$ cat src/design/sxlt_pkg.sv
// Package for the shared/exclusive lock table: sizes, codes and beat payload types.
`default_nettype none
package sxlt_pkg;
	localparam int HELD_DEPTH  = 16;
	localparam int QUEUE_DEPTH = 16;
	localparam int NAME_BITS   = 10;
	localparam int ID_BITS     = 16;

	localparam int SCAN_MAX = (HELD_DEPTH > QUEUE_DEPTH) ? HELD_DEPTH : QUEUE_DEPTH;
	localparam int CNT_W    = $clog2(SCAN_MAX + 1);
	localparam int HIDX_W   = (HELD_DEPTH > 1) ? $clog2(HELD_DEPTH) : 1;
	localparam int WIDX_W   = (QUEUE_DEPTH > 1) ? $clog2(QUEUE_DEPTH) : 1;

	localparam logic [1:0] FUNC_REQUEST = 2'd0;
	localparam logic [1:0] FUNC_RELEASE = 2'd1;
	localparam logic [1:0] FUNC_ABORT   = 2'd2;
	localparam logic [1:0] FUNC_QUERY   = 2'd3;

	localparam logic [1:0] WAIT_QUEUE   = 2'd0;
	localparam logic [1:0] WAIT_NO_WAIT = 2'd1;
	localparam logic [1:0] WAIT_PREEMPT = 2'd2;

	localparam logic MODE_EXCLUSIVE = 1'b1;

	localparam logic [2:0] KIND_GRANTED = 3'd0;
	localparam logic [2:0] KIND_FAILED  = 3'd1;
	localparam logic [2:0] KIND_QUEUED  = 3'd2;
	localparam logic [2:0] KIND_HELD    = 3'd3;
	localparam logic [2:0] KIND_WAITING = 3'd4;
	localparam logic [2:0] KIND_FULL    = 3'd5;
	localparam logic [2:0] KIND_DONE    = 3'd6;

	typedef struct packed {
		logic [1:0]  func;
		logic [9:0]  lock_name;
		logic        lock_mode;
		logic [1:0]  wait_mode;
		logic [7:0]  requester_tag;
		logic [15:0] handle_id;
	} req_t;

	typedef struct packed {
		logic [2:0]  result_kind;
		logic [7:0]  out_tag;
		logic [15:0] out_id;
		logic [9:0]  out_name;
		logic        out_mode;
		logic        last;
	} rsp_t;

	// compare unit outputs
	typedef struct packed {
		logic name_eq;
		logic conflict;
		logic id_eq;
	} cmp_t;
endpackage
`default_nettype wire

$ cat src/design/sxlt_if.sv
// Valid/ready channel interfaces for request and response beats.
`default_nettype none
interface sxlt_req_if;
	logic         valid;
	logic         ready;
	sxlt_pkg::req_t data;
	modport source (output valid, output data, input ready);
	modport sink (input valid, input data, output ready);
endinterface

interface sxlt_rsp_if;
	logic         valid;
	logic         ready;
	sxlt_pkg::rsp_t data;
	modport source (output valid, output data, input ready);
	modport sink (input valid, input data, output ready);
endinterface
`default_nettype wire

$ cat src/design/sxlt_cmp.sv
// Shared compare unit: key against one table entry.
`default_nettype none
module sxlt_cmp (
	input  wire logic [sxlt_pkg::NAME_BITS-1:0] key_name,
	input  wire logic                           key_mode,
	input  wire logic [sxlt_pkg::ID_BITS-1:0]   key_id,
	input  wire logic [sxlt_pkg::NAME_BITS-1:0] ent_name,
	input  wire logic                           ent_mode,
	input  wire logic [sxlt_pkg::ID_BITS-1:0]   ent_id,
	output sxlt_pkg::cmp_t                      res
);
	always_comb begin
		res.name_eq  = (key_name == ent_name);
		res.conflict = (key_name == ent_name) &&
			((key_mode == sxlt_pkg::MODE_EXCLUSIVE) || (ent_mode == sxlt_pkg::MODE_EXCLUSIVE));
		res.id_eq    = (key_id == ent_id);
	end
endmodule
`default_nettype wire

$ cat src/design/shared_exclusive_lock_table_top.sv
// Top level of the shared/exclusive lock table with FIFO wait queue.
// Usage:
//  req carries one command beat: request, release, abort or query.
//  rsp carries result beats; last marks the final beat of a command.
//  req.ready is high only while the sequencer is idle; one command at a time.
//  Every search walk goes one entry per cycle through the single compare unit.
//  Request: preempt walk (preempt mode only), held walk and queue walk, then
//  the answer. Release/abort: find walk, then the rescan: for waiter i a load,
//  a duplicate-name walk over the waiters ahead of it and a held walk; a grant
//  restarts the rescan from the head; a final load and the done beat end it.
//  Query: one beat per held entry, then per waiting entry; a lone done beat if both are empty.
//  One output register holds a result; while it holds a beat and rsp.ready is low
//  the sequencer waits before producing the next beat, so no beat is lost or repeated.
//  Reset empties both tables, sets the next id to one and clears rsp.valid.
`default_nettype none
module shared_exclusive_lock_table_top (
	input wire logic  clk,
	input wire logic  arst_n,
	sxlt_req_if.sink  req,
	sxlt_rsp_if.source rsp
);
	localparam int HD = sxlt_pkg::HELD_DEPTH;
	localparam int QD = sxlt_pkg::QUEUE_DEPTH;
	localparam int CW = sxlt_pkg::CNT_W;
	localparam int NB = sxlt_pkg::NAME_BITS;
	localparam int IB = sxlt_pkg::ID_BITS;
	localparam int HW = sxlt_pkg::HIDX_W;
	localparam int WW = sxlt_pkg::WIDX_W;

	localparam logic [3:0] ST_IDLE    = 4'd0;
	localparam logic [3:0] ST_PRE     = 4'd1;
	localparam logic [3:0] ST_GH      = 4'd2;
	localparam logic [3:0] ST_GW      = 4'd3;
	localparam logic [3:0] ST_DEC     = 4'd4;
	localparam logic [3:0] ST_FIND    = 4'd5;
	localparam logic [3:0] ST_RS_LOAD = 4'd6;
	localparam logic [3:0] ST_RS_DUP  = 4'd7;
	localparam logic [3:0] ST_RS_HELD = 4'd8;
	localparam logic [3:0] ST_RS_GNT  = 4'd9;
	localparam logic [3:0] ST_DONE    = 4'd10;
	localparam logic [3:0] ST_Q_HELD  = 4'd11;
	localparam logic [3:0] ST_Q_WAIT  = 4'd12;

	logic [NB-1:0] h_name [HD];
	logic          h_mode [HD];
	logic [IB-1:0] h_id   [HD];
	logic [NB-1:0] w_name [QD];
	logic          w_mode [QD];
	logic [IB-1:0] w_id   [QD];
	logic [7:0]    w_tag  [QD];

	logic [CW-1:0] h_cnt_q, w_cnt_q, i_q, j_q;
	logic [3:0]    state_q;
	logic [IB-1:0] next_id_q;
	logic          conflict_q;

	logic [1:0]    k_func_q, k_wait_q;
	logic [NB-1:0] k_name_q;
	logic          k_mode_q;
	logic [7:0]    k_tag_q;
	logic [15:0]   k_hid_q;

	logic [NB-1:0] c_name_q;
	logic          c_mode_q;
	logic [7:0]    c_tag_q;

	logic          o_valid_q;
	sxlt_pkg::rsp_t o_data_q;

	// sequencer controls
	logic          slot_free;
	logic          emit;
	sxlt_pkg::rsp_t emit_data;
	logic          h_rm, h_add, w_rm, w_add;
	logic [CW-1:0] h_rm_idx, w_rm_idx;
	logic [NB-1:0] add_name;
	logic          add_mode;
	logic [3:0]    state_d;
	logic [CW-1:0] i_d, j_d, h_cnt_d, w_cnt_d;
	logic          conflict_d, take_id, load_cur;

	logic [HW-1:0] hidx;
	logic [WW-1:0] widx;
	logic [NB-1:0] hr_name, wr_name;
	logic          hr_mode, wr_mode;
	logic [IB-1:0] hr_id, wr_id;
	logic [7:0]    wr_tag;
	logic          rescan_st, held_st;
	sxlt_pkg::cmp_t cmp;

	assign req.ready = (state_q == ST_IDLE);
	assign rsp.valid = o_valid_q;
	assign rsp.data  = o_data_q;
	assign slot_free = !o_valid_q || rsp.ready;

	assign hidx = j_q[HW-1:0];
	assign widx = (state_q == ST_RS_LOAD || state_q == ST_RS_GNT) ? i_q[WW-1:0] : j_q[WW-1:0];
	assign hr_name = h_name[hidx];
	assign hr_mode = h_mode[hidx];
	assign hr_id   = h_id[hidx];
	assign wr_name = w_name[widx];
	assign wr_mode = w_mode[widx];
	assign wr_id   = w_id[widx];
	assign wr_tag  = w_tag[widx];

	assign rescan_st = (state_q == ST_RS_DUP) || (state_q == ST_RS_HELD);
	assign held_st = (state_q == ST_PRE) || (state_q == ST_GH) || (state_q == ST_RS_HELD) ||
		(state_q == ST_Q_HELD) || ((state_q == ST_FIND) && (k_func_q == sxlt_pkg::FUNC_RELEASE));

	sxlt_cmp u_cmp (
		.key_name (rescan_st ? c_name_q : k_name_q),
		.key_mode (rescan_st ? c_mode_q : k_mode_q),
		.key_id   (k_hid_q[IB-1:0]),
		.ent_name (held_st ? hr_name : wr_name),
		.ent_mode (held_st ? hr_mode : wr_mode),
		.ent_id   (held_st ? hr_id : wr_id),
		.res      (cmp)
	);

	always_comb begin
		state_d    = state_q;
		i_d        = i_q;
		j_d        = j_q;
		conflict_d = conflict_q;
		emit       = 1'b0;
		emit_data  = '0;
		h_rm = 1'b0; h_add = 1'b0; w_rm = 1'b0; w_add = 1'b0;
		h_rm_idx = j_q;
		w_rm_idx = j_q;
		add_name = k_name_q;
		add_mode = k_mode_q;
		take_id  = 1'b0;
		load_cur = 1'b0;
		case (state_q)
			ST_IDLE: begin
				j_d = '0;
				i_d = '0;
				conflict_d = 1'b0;
				if (req.valid) begin
					case (req.data.func)
						sxlt_pkg::FUNC_REQUEST:
							state_d = (req.data.wait_mode == sxlt_pkg::WAIT_PREEMPT) ? ST_PRE : ST_GH;
						sxlt_pkg::FUNC_RELEASE, sxlt_pkg::FUNC_ABORT: state_d = ST_FIND;
						default: state_d = ST_Q_HELD;
					endcase
				end
			end
			ST_PRE: begin
				if (j_q < h_cnt_q) begin
					if (cmp.name_eq) h_rm = 1'b1;
					else j_d = j_q + 1'b1;
				end else begin
					j_d = '0;
					state_d = ST_GH;
				end
			end
			ST_GH: begin
				if (j_q < h_cnt_q) begin
					if (cmp.conflict) conflict_d = 1'b1;
					j_d = j_q + 1'b1;
				end else begin
					j_d = '0;
					state_d = ST_GW;
				end
			end
			ST_GW: begin
				if (j_q < w_cnt_q) begin
					if (cmp.name_eq) conflict_d = 1'b1;
					j_d = j_q + 1'b1;
				end else begin
					state_d = ST_DEC;
				end
			end
			ST_DEC: begin
				if (slot_free) begin
					emit = 1'b1;
					emit_data.out_tag  = k_tag_q;
					emit_data.out_name = k_name_q;
					emit_data.out_mode = k_mode_q;
					emit_data.last     = 1'b1;
					if (!conflict_q) begin
						if (h_cnt_q >= CW'(HD)) begin
							emit_data.result_kind = sxlt_pkg::KIND_FULL;
						end else begin
							emit_data.result_kind = sxlt_pkg::KIND_GRANTED;
							emit_data.out_id = 16'(next_id_q);
							h_add = 1'b1;
							take_id = 1'b1;
						end
					end else if (k_wait_q == sxlt_pkg::WAIT_NO_WAIT) begin
						emit_data.result_kind = sxlt_pkg::KIND_FAILED;
					end else if (w_cnt_q >= CW'(QD)) begin
						emit_data.result_kind = sxlt_pkg::KIND_FULL;
					end else begin
						emit_data.result_kind = sxlt_pkg::KIND_QUEUED;
						emit_data.out_id = 16'(next_id_q);
						w_add = 1'b1;
						take_id = 1'b1;
					end
					state_d = ST_IDLE;
				end
			end
			ST_FIND: begin
				if (k_func_q == sxlt_pkg::FUNC_RELEASE) begin
					if (j_q < h_cnt_q) begin
						if (cmp.id_eq) begin
							h_rm = 1'b1;
							state_d = ST_RS_LOAD;
						end
						j_d = j_q + 1'b1;
					end else state_d = ST_RS_LOAD;
				end else begin
					if (j_q < w_cnt_q) begin
						if (cmp.id_eq) begin
							w_rm = 1'b1;
							state_d = ST_RS_LOAD;
						end
						j_d = j_q + 1'b1;
					end else state_d = ST_RS_LOAD;
				end
				i_d = '0;
			end
			ST_RS_LOAD: begin
				j_d = '0;
				conflict_d = 1'b0;
				if ((h_cnt_q >= CW'(HD)) || (i_q >= w_cnt_q)) begin
					state_d = ST_DONE;
				end else begin
					load_cur = 1'b1;
					state_d = ST_RS_DUP;
				end
			end
			ST_RS_DUP: begin
				// only the first waiter of a name may be granted
				if (j_q < i_q) begin
					if (cmp.name_eq) begin
						i_d = i_q + 1'b1;
						state_d = ST_RS_LOAD;
					end
					j_d = j_q + 1'b1;
				end else begin
					j_d = '0;
					state_d = ST_RS_HELD;
				end
			end
			ST_RS_HELD: begin
				if (j_q < h_cnt_q) begin
					if (cmp.conflict) conflict_d = 1'b1;
					j_d = j_q + 1'b1;
				end else if (conflict_q) begin
					i_d = i_q + 1'b1;
					state_d = ST_RS_LOAD;
				end else begin
					state_d = ST_RS_GNT;
				end
			end
			ST_RS_GNT: begin
				if (slot_free) begin
					emit = 1'b1;
					emit_data.result_kind = sxlt_pkg::KIND_GRANTED;
					emit_data.out_tag  = c_tag_q;
					emit_data.out_id   = 16'(next_id_q);
					emit_data.out_name = c_name_q;
					emit_data.out_mode = c_mode_q;
					h_add = 1'b1;
					add_name = c_name_q;
					add_mode = c_mode_q;
					take_id = 1'b1;
					w_rm = 1'b1;
					w_rm_idx = i_q;
					i_d = '0;
					state_d = ST_RS_LOAD;
				end
			end
			ST_DONE: begin
				if (slot_free) begin
					emit = 1'b1;
					emit_data.result_kind = sxlt_pkg::KIND_DONE;
					emit_data.out_tag = k_tag_q;
					emit_data.out_id  = k_hid_q;
					emit_data.last    = 1'b1;
					state_d = ST_IDLE;
				end
			end
			ST_Q_HELD: begin
				if (j_q < h_cnt_q) begin
					if (slot_free) begin
						emit = 1'b1;
						emit_data.result_kind = sxlt_pkg::KIND_HELD;
						emit_data.out_tag  = k_tag_q;
						emit_data.out_id   = 16'(hr_id);
						emit_data.out_name = 10'(hr_name);
						emit_data.out_mode = hr_mode;
						emit_data.last = (j_q + 1'b1 == h_cnt_q) && (w_cnt_q == '0);
						j_d = j_q + 1'b1;
					end
				end else begin
					j_d = '0;
					state_d = ST_Q_WAIT;
				end
			end
			ST_Q_WAIT: begin
				if (j_q < w_cnt_q) begin
					if (slot_free) begin
						emit = 1'b1;
						emit_data.result_kind = sxlt_pkg::KIND_WAITING;
						emit_data.out_tag  = k_tag_q;
						emit_data.out_id   = 16'(wr_id);
						emit_data.out_name = 10'(wr_name);
						emit_data.out_mode = wr_mode;
						emit_data.last = (j_q + 1'b1 == w_cnt_q);
						j_d = j_q + 1'b1;
					end
				end else if (h_cnt_q == '0 && w_cnt_q == '0) begin
					// empty tables: a lone done beat
					if (slot_free) begin
						emit = 1'b1;
						emit_data.result_kind = sxlt_pkg::KIND_DONE;
						emit_data.out_tag = k_tag_q;
						emit_data.last = 1'b1;
						state_d = ST_IDLE;
					end
				end else begin
					state_d = ST_IDLE;
				end
			end
			default: state_d = ST_IDLE;
		endcase
		h_cnt_d = h_cnt_q - CW'(h_rm) + CW'(h_add);
		w_cnt_d = w_cnt_q - CW'(w_rm) + CW'(w_add);
	end

	always_ff @(posedge clk or negedge arst_n) begin
		if (!arst_n) begin
			state_q    <= ST_IDLE;
			h_cnt_q    <= '0;
			w_cnt_q    <= '0;
			i_q        <= '0;
			j_q        <= '0;
			conflict_q <= 1'b0;
			next_id_q  <= IB'(1);
			o_valid_q  <= 1'b0;
		end else begin
			state_q    <= state_d;
			h_cnt_q    <= h_cnt_d;
			w_cnt_q    <= w_cnt_d;
			i_q        <= i_d;
			j_q        <= j_d;
			conflict_q <= conflict_d;
			if (take_id) next_id_q <= next_id_q + 1'b1;
			if (emit) o_valid_q <= 1'b1;
			else if (rsp.ready) o_valid_q <= 1'b0;
		end
	end

	always_ff @(posedge clk) begin
		if (emit) o_data_q <= emit_data;
		if (state_q == ST_IDLE && req.valid) begin
			k_func_q <= req.data.func;
			k_name_q <= req.data.lock_name[NB-1:0];
			k_mode_q <= req.data.lock_mode;
			k_wait_q <= req.data.wait_mode;
			k_tag_q  <= req.data.requester_tag;
			k_hid_q  <= req.data.handle_id;
		end
		if (load_cur) begin
			c_name_q <= wr_name;
			c_mode_q <= wr_mode;
			c_tag_q  <= wr_tag;
		end
		// held table: shift down over a removed entry, append at the tail
		for (int e = 0; e < HD; e++) begin
			if (h_rm && CW'(e) >= h_rm_idx && e < HD - 1) begin
				h_name[e] <= h_name[e+1];
				h_mode[e] <= h_mode[e+1];
				h_id[e]   <= h_id[e+1];
			end
			if (h_add && CW'(e) == h_cnt_q) begin
				h_name[e] <= add_name;
				h_mode[e] <= add_mode;
				h_id[e]   <= next_id_q;
			end
		end
		for (int e = 0; e < QD; e++) begin
			if (w_rm && CW'(e) >= w_rm_idx && e < QD - 1) begin
				w_name[e] <= w_name[e+1];
				w_mode[e] <= w_mode[e+1];
				w_id[e]   <= w_id[e+1];
				w_tag[e]  <= w_tag[e+1];
			end
			if (w_add && CW'(e) == w_cnt_q) begin
				w_name[e] <= k_name_q;
				w_mode[e] <= k_mode_q;
				w_id[e]   <= next_id_q;
				w_tag[e]  <= k_tag_q;
			end
		end
	end
endmodule
`default_nettype wire
$ cat src/flat_wrapper.sv
// flat-port wrapper written by rule: the top's interface ports become plain ports
module shared_exclusive_lock_table_top_flat 
  (clk, arst_n, req_valid, req_data, req_ready, rsp_valid, rsp_data, rsp_ready);
  sxlt_req_if req_i ();
  sxlt_rsp_if rsp_i ();
  input wire logic clk;
  input wire logic arst_n;
  input wire logic [$bits(req_i.valid)-1:0] req_valid;
  input wire logic [$bits(req_i.data)-1:0] req_data;
  output wire logic [$bits(req_i.ready)-1:0] req_ready;
  output wire logic [$bits(rsp_i.valid)-1:0] rsp_valid;
  output wire logic [$bits(rsp_i.data)-1:0] rsp_data;
  input wire logic [$bits(rsp_i.ready)-1:0] rsp_ready;
  assign req_i.valid = req_valid;
  assign req_i.data = req_data;
  assign req_ready = req_i.ready;
  assign rsp_valid = rsp_i.valid;
  assign rsp_data = rsp_i.data;
  assign rsp_i.ready = rsp_ready;
  shared_exclusive_lock_table_top u_core (.clk(clk), .arst_n(arst_n), .req(req_i), .rsp(rsp_i));
endmodule
$ cat config.mk
export PLATFORM = sky130hd
export DESIGN_NAME = shared_exclusive_lock_table_top_flat
export DESIGN_NICKNAME = d
export VERILOG_FILES = /design/src/design/sxlt_pkg.sv /design/src/design/sxlt_if.sv /design/src/design/sxlt_cmp.sv /design/src/design/shared_exclusive_lock_table_top.sv /design/src/flat_wrapper.sv
export SDC_FILE = /design/constraint.sdc
export NUM_CORES = 2
export LEC_CHECK = 0
export BUFFER_PORTS_ARGS = -buffer_cell sky130_fd_sc_hd__buf_2
export CAP_MARGIN = 20
export CORE_MARGIN = 2
export CORE_UTILIZATION = 55
export CTS_CLUSTER_DIAMETER = 40
export DETAILED_ROUTE_END_ITERATION = 8
export PLACE_DENSITY = 0.69
export SYNTH_ARGS = -nofsm -noshare
export SYNTH_HDL_FRONTEND = slang
export SYNTH_HIERARCHICAL = 1
export SYNTH_SLANG_ARGS = --single-unit
$ cat constraint.sdc
create_clock -name clk -period 9.2 [get_ports clk]
set_input_delay 0.92 -clock clk [delete_from_list [all_inputs] [get_ports clk]]
set_output_delay 0.92 -clock clk [all_outputs]
set_load 0.05 [all_outputs]
==> run_results.csv <==
group,metric,value,unit
run_status,outcome,"finished, final reports clean",
sta,hold_violations,0,
final_layout,drive_above_1_share,35.5,%
clocking,insertion_delay,760,ps
setup_path,r2r_end,"u_core/h_id[1][0]",
final_layout,multi_input_area,0.0229,mm^2
clocking,cts_resized,0,
setup_path,cp.arrival,8740,ps
clocking,cts.sinks,1131,
setup_path,end_kind,"flip-flop",
sta,tns,0,ps
setup_path,cp-start-kind,"flip-flop",
place,routabilityCongestion,0.939,
grt,grt_overflow,0,
die,chipWidth,329,um
pwr,power.leakage,23.1,nW
setup_path,crit_fanout,43,
pwr,p_per_area,307,mW/mm^2
setup_path,crit_buf_inv,3,
final_layout,fillCellCount,7798,
setup_path,crit_chain,"inv_1 > a221oi_1 > o21a_4 > nand2_1 > o22ai_1 > nor2_1 > a221oi_1 > xnor2_1 > nand4_1 > nor4_1 > buf_4 > nand3_1 > a21o_1 > or3_1 > or3_1 > o22ai_4 > buf_4",
clocking,cts_made_buffers,153,
yosys,yosysUniqueCellTypes,80,
yosys,syn-cell-area,0.0580,mm^2
place,dp_worst_setup_slack,1120,ps
clocking,cts_tree,"built",
route,drtIter0Drc,4077,
sta,holdWs,291,ps
die,die_area,0.108,mm^2
die,start_util,55.3,%
sta,setup_violations,0,
die,ios,84,
sta,final.min_clock_period,8330,ps
yosys,async_flop_share,3.71,%
yosys,yosysTopAreaCellShare,56.4,%
die,core.rowCount,119,
route,antenna_left,0,
setup_path,critPathTopFamily,"simple AND/OR/NAND/NOR gates",
setup_path,cp.required,9600,ps
route,num_vias,37200,
die,core,0.105,mm^2
yosys,synth-seq-cells,1131,
sta,fin_ws,868,ps
die,die_h,329,um
setup_path,r2r_cells,17,
sta,fin_crit_sh,90.6,%
yosys,synth_ff_type,"edfxtp_1",
clocking,clk_pin_slew,60,ps
grt,grt_pass1_wl,250000,um
final_layout,diodes,0,
pwr,ir_worst_vdd,0.287,mV
clocking,post_cts_buffers,0,
sta,rsz0062_at_grt,"no",
place,io_buffers,83,
yosys,syn_inst,4020,
setup_path,slowest_delay,970,ps
clocking,cts_hold_buf,0,
setup_path,rr_startpoint,"u_core/h_rm_idx[1]",
grt,antenna_found_initial,10,
yosys,synthTopCellsByCount,"edfxtp_1 (1089), mux2_2 (781), mux2i_1 (325)",
route,viasPerCell,6.70,
clocking,htree_levels,4,
grt,grt_max_degree,69,
sta,relSlewSlack,20.9,%
yosys,ys_top_cells_by_area,"edfxtp_1 (56%), mux2_2 (15%), mux2i_1 (5.6%)",
worst_hold_path,hp-class,"input pin to async pin",
route,drc,0,
place,dpl.hpwl,106000,um
final_layout,area_growth,13.0,%
sta,maxSlewViolCount,0,
route,wl_per_cell,30.7,um
job,maxCapViolations,0,
route,drt_first_pass_iters,9,
sta,skew,32.7,ps
setup_path,worst-setup-path-type,"flip-flop to flip-flop",
final_layout,fin_util,62.5,%
grt,grt_util_all_layers,31.6,%
yosys,synth.most_common_cell,"edfxtp_1",
yosys,seq_area_frac_synth,58.2,%
clocking,cts.path.max_buffers,3,
setup_path,reg2reg_slack,870,ps
yosys,ys_warn_count,6,
clocking,root_buffer,"clkbuf_16",
yosys,synth_largest_area_cell,"edfxtp_1",
route,routed_wirelength,171000,um
yosys,syn_nets,4108,
yosys,synth_edf_count,1089,
grt,first_global_vias,37100,
sta,worst_pin_slew,1190,ps
setup_path,cp_slowest_cell,"dfrtp_4",
sta,fmax,0.120,GHz
final_layout,seq_area,0.0338,mm^2
yosys,synth_area_per_cell,14.4,um^2
final_layout,fin_nets,4132,
[flip-flops by register name, indices dropped and copies added, names as in the netlist, 8 cells and up]
name and cells:
u_core/k_hid_q 16, u_core/next_id_q 16, u_core/w_mode 16, u_core/h_mode 16, u_core/k_name_q 10, u_core/rsp.data 39
u_core/k_tag_q 8, u_core/w_name 160, u_core/h_id 256, u_core/c_name_q 10, u_core/c_tag_q 8, u_core/w_id 256
u_core/w_tag 128, u_core/h_name 160
[metal layers]
metal | track usage (%) | part of all wire [%] | vias up
li1 | - | - | 15800
met1 | 43.4 | 40 | 19000
met2 | 49.7 | 47 | 1989
met3 | 6.10 | 8.9 | 421
met4 | 12.7 | 4.2 | 4
met5 | 0 | 0.018 | -
[placed cells by master (no fill, tap or decap), types with 19 or more instances in the layout]
master	count
a221oi_1	24
ha_1	43
buf_2	83
xnor2_1	50
buf_4	111
clkbuf_1	21
inv_1	49
o21ai_0	69
nand3_1	26
nor2_1	231
clkbuf_16	160
bufinv_16	19
o211ai_1	21
edfxtp_1	1089
mux4_2	135
nand2_1	155
o22ai_1	85
mux2i_1	315
clkinv_2	19
a222oi_1	27
nor3_1	24
mux2_2	781
a21oi_1	185
o221ai_1	24
dfrtp_1	38
[worst register-to-register path, cell delays in order (launching register included)]
cell      delay, ps
dfrtp_4         970
inv_1           320
a221oi_1        560
o21a_4          640
nand2_1         780
o22ai_1         390
nor2_1          120
a221oi_1        320
xnor2_1         320
nand4_1         180
nor4_1          880
buf_4           260
nand3_1          70
a21o_1          220
or3_1           620
or3_1           600
o22ai_4         290
buf_4           410
[kinds of logic (layout without fill, tap and decap cells)]
family	Yosys count	in the layout	synth area share [%]
multiplexers	1243	1243	26.0
XOR/XNOR	63	63	0.951
adder cells (fa/ha/maj)	45	45	0.997
AND/OR/NAND/NOR	574	574	4.45
AO/OA/AOI/OAI	563	563	6.25
buffers and inverters	401	551	3.12
flip-flops	1131	1131	58.2
[power by group]
part	total, mW	switching (mW)	internal [mW]	leakage, nW
registers	6.39	0.365	6.03	10.4
clock network	6.10	2.34	3.76	2.55
logic	7.64	4.84	2.80	10.1
[worst max path at each step]
stage	start	end	slack, ps	cells after the start
3_5_place_dp	u_core/h_rm_idx[1]	u_core/h_id[3][7]	1120	17
2_1_floorplan	u_core/h_rm_idx[1]	u_core/w_id[2][0]	2650	15
5_1_grt	u_core/h_rm_idx[1]	u_core/h_id[1][0]	600	17
3_3_place_gp	u_core/h_rm_idx[1]	u_core/h_id[3][7]	1180	17
6_report	u_core/h_rm_idx[1]	u_core/h_id[1][0]	870	17
4_1_cts	u_core/h_rm_idx[1]	u_core/h_id[1][0]	1110	17
[area by class of cell]
cell class              count  share of cell area [%]
clock inverters            98                    1.78
well taps                1391                    2.65
clock buffers             183                    6.27
multi-input cells        2488                    34.9
inverters                  53                   0.303
repair buffers            217                    2.56
flip-flops and latches   1131                    51.5
[metrics by stage]
stage	instances	total power, mW	cell area (um^2)
finish	5561	20.1	65600
detailed placement	5274	13.9	60200
global route	5561	20.8	65600
floorplan	4020	11.7	58000
global placement	5272	13.9	60200
CTS	5555	20.0	65500
Power figures use the tool's default switching activity.
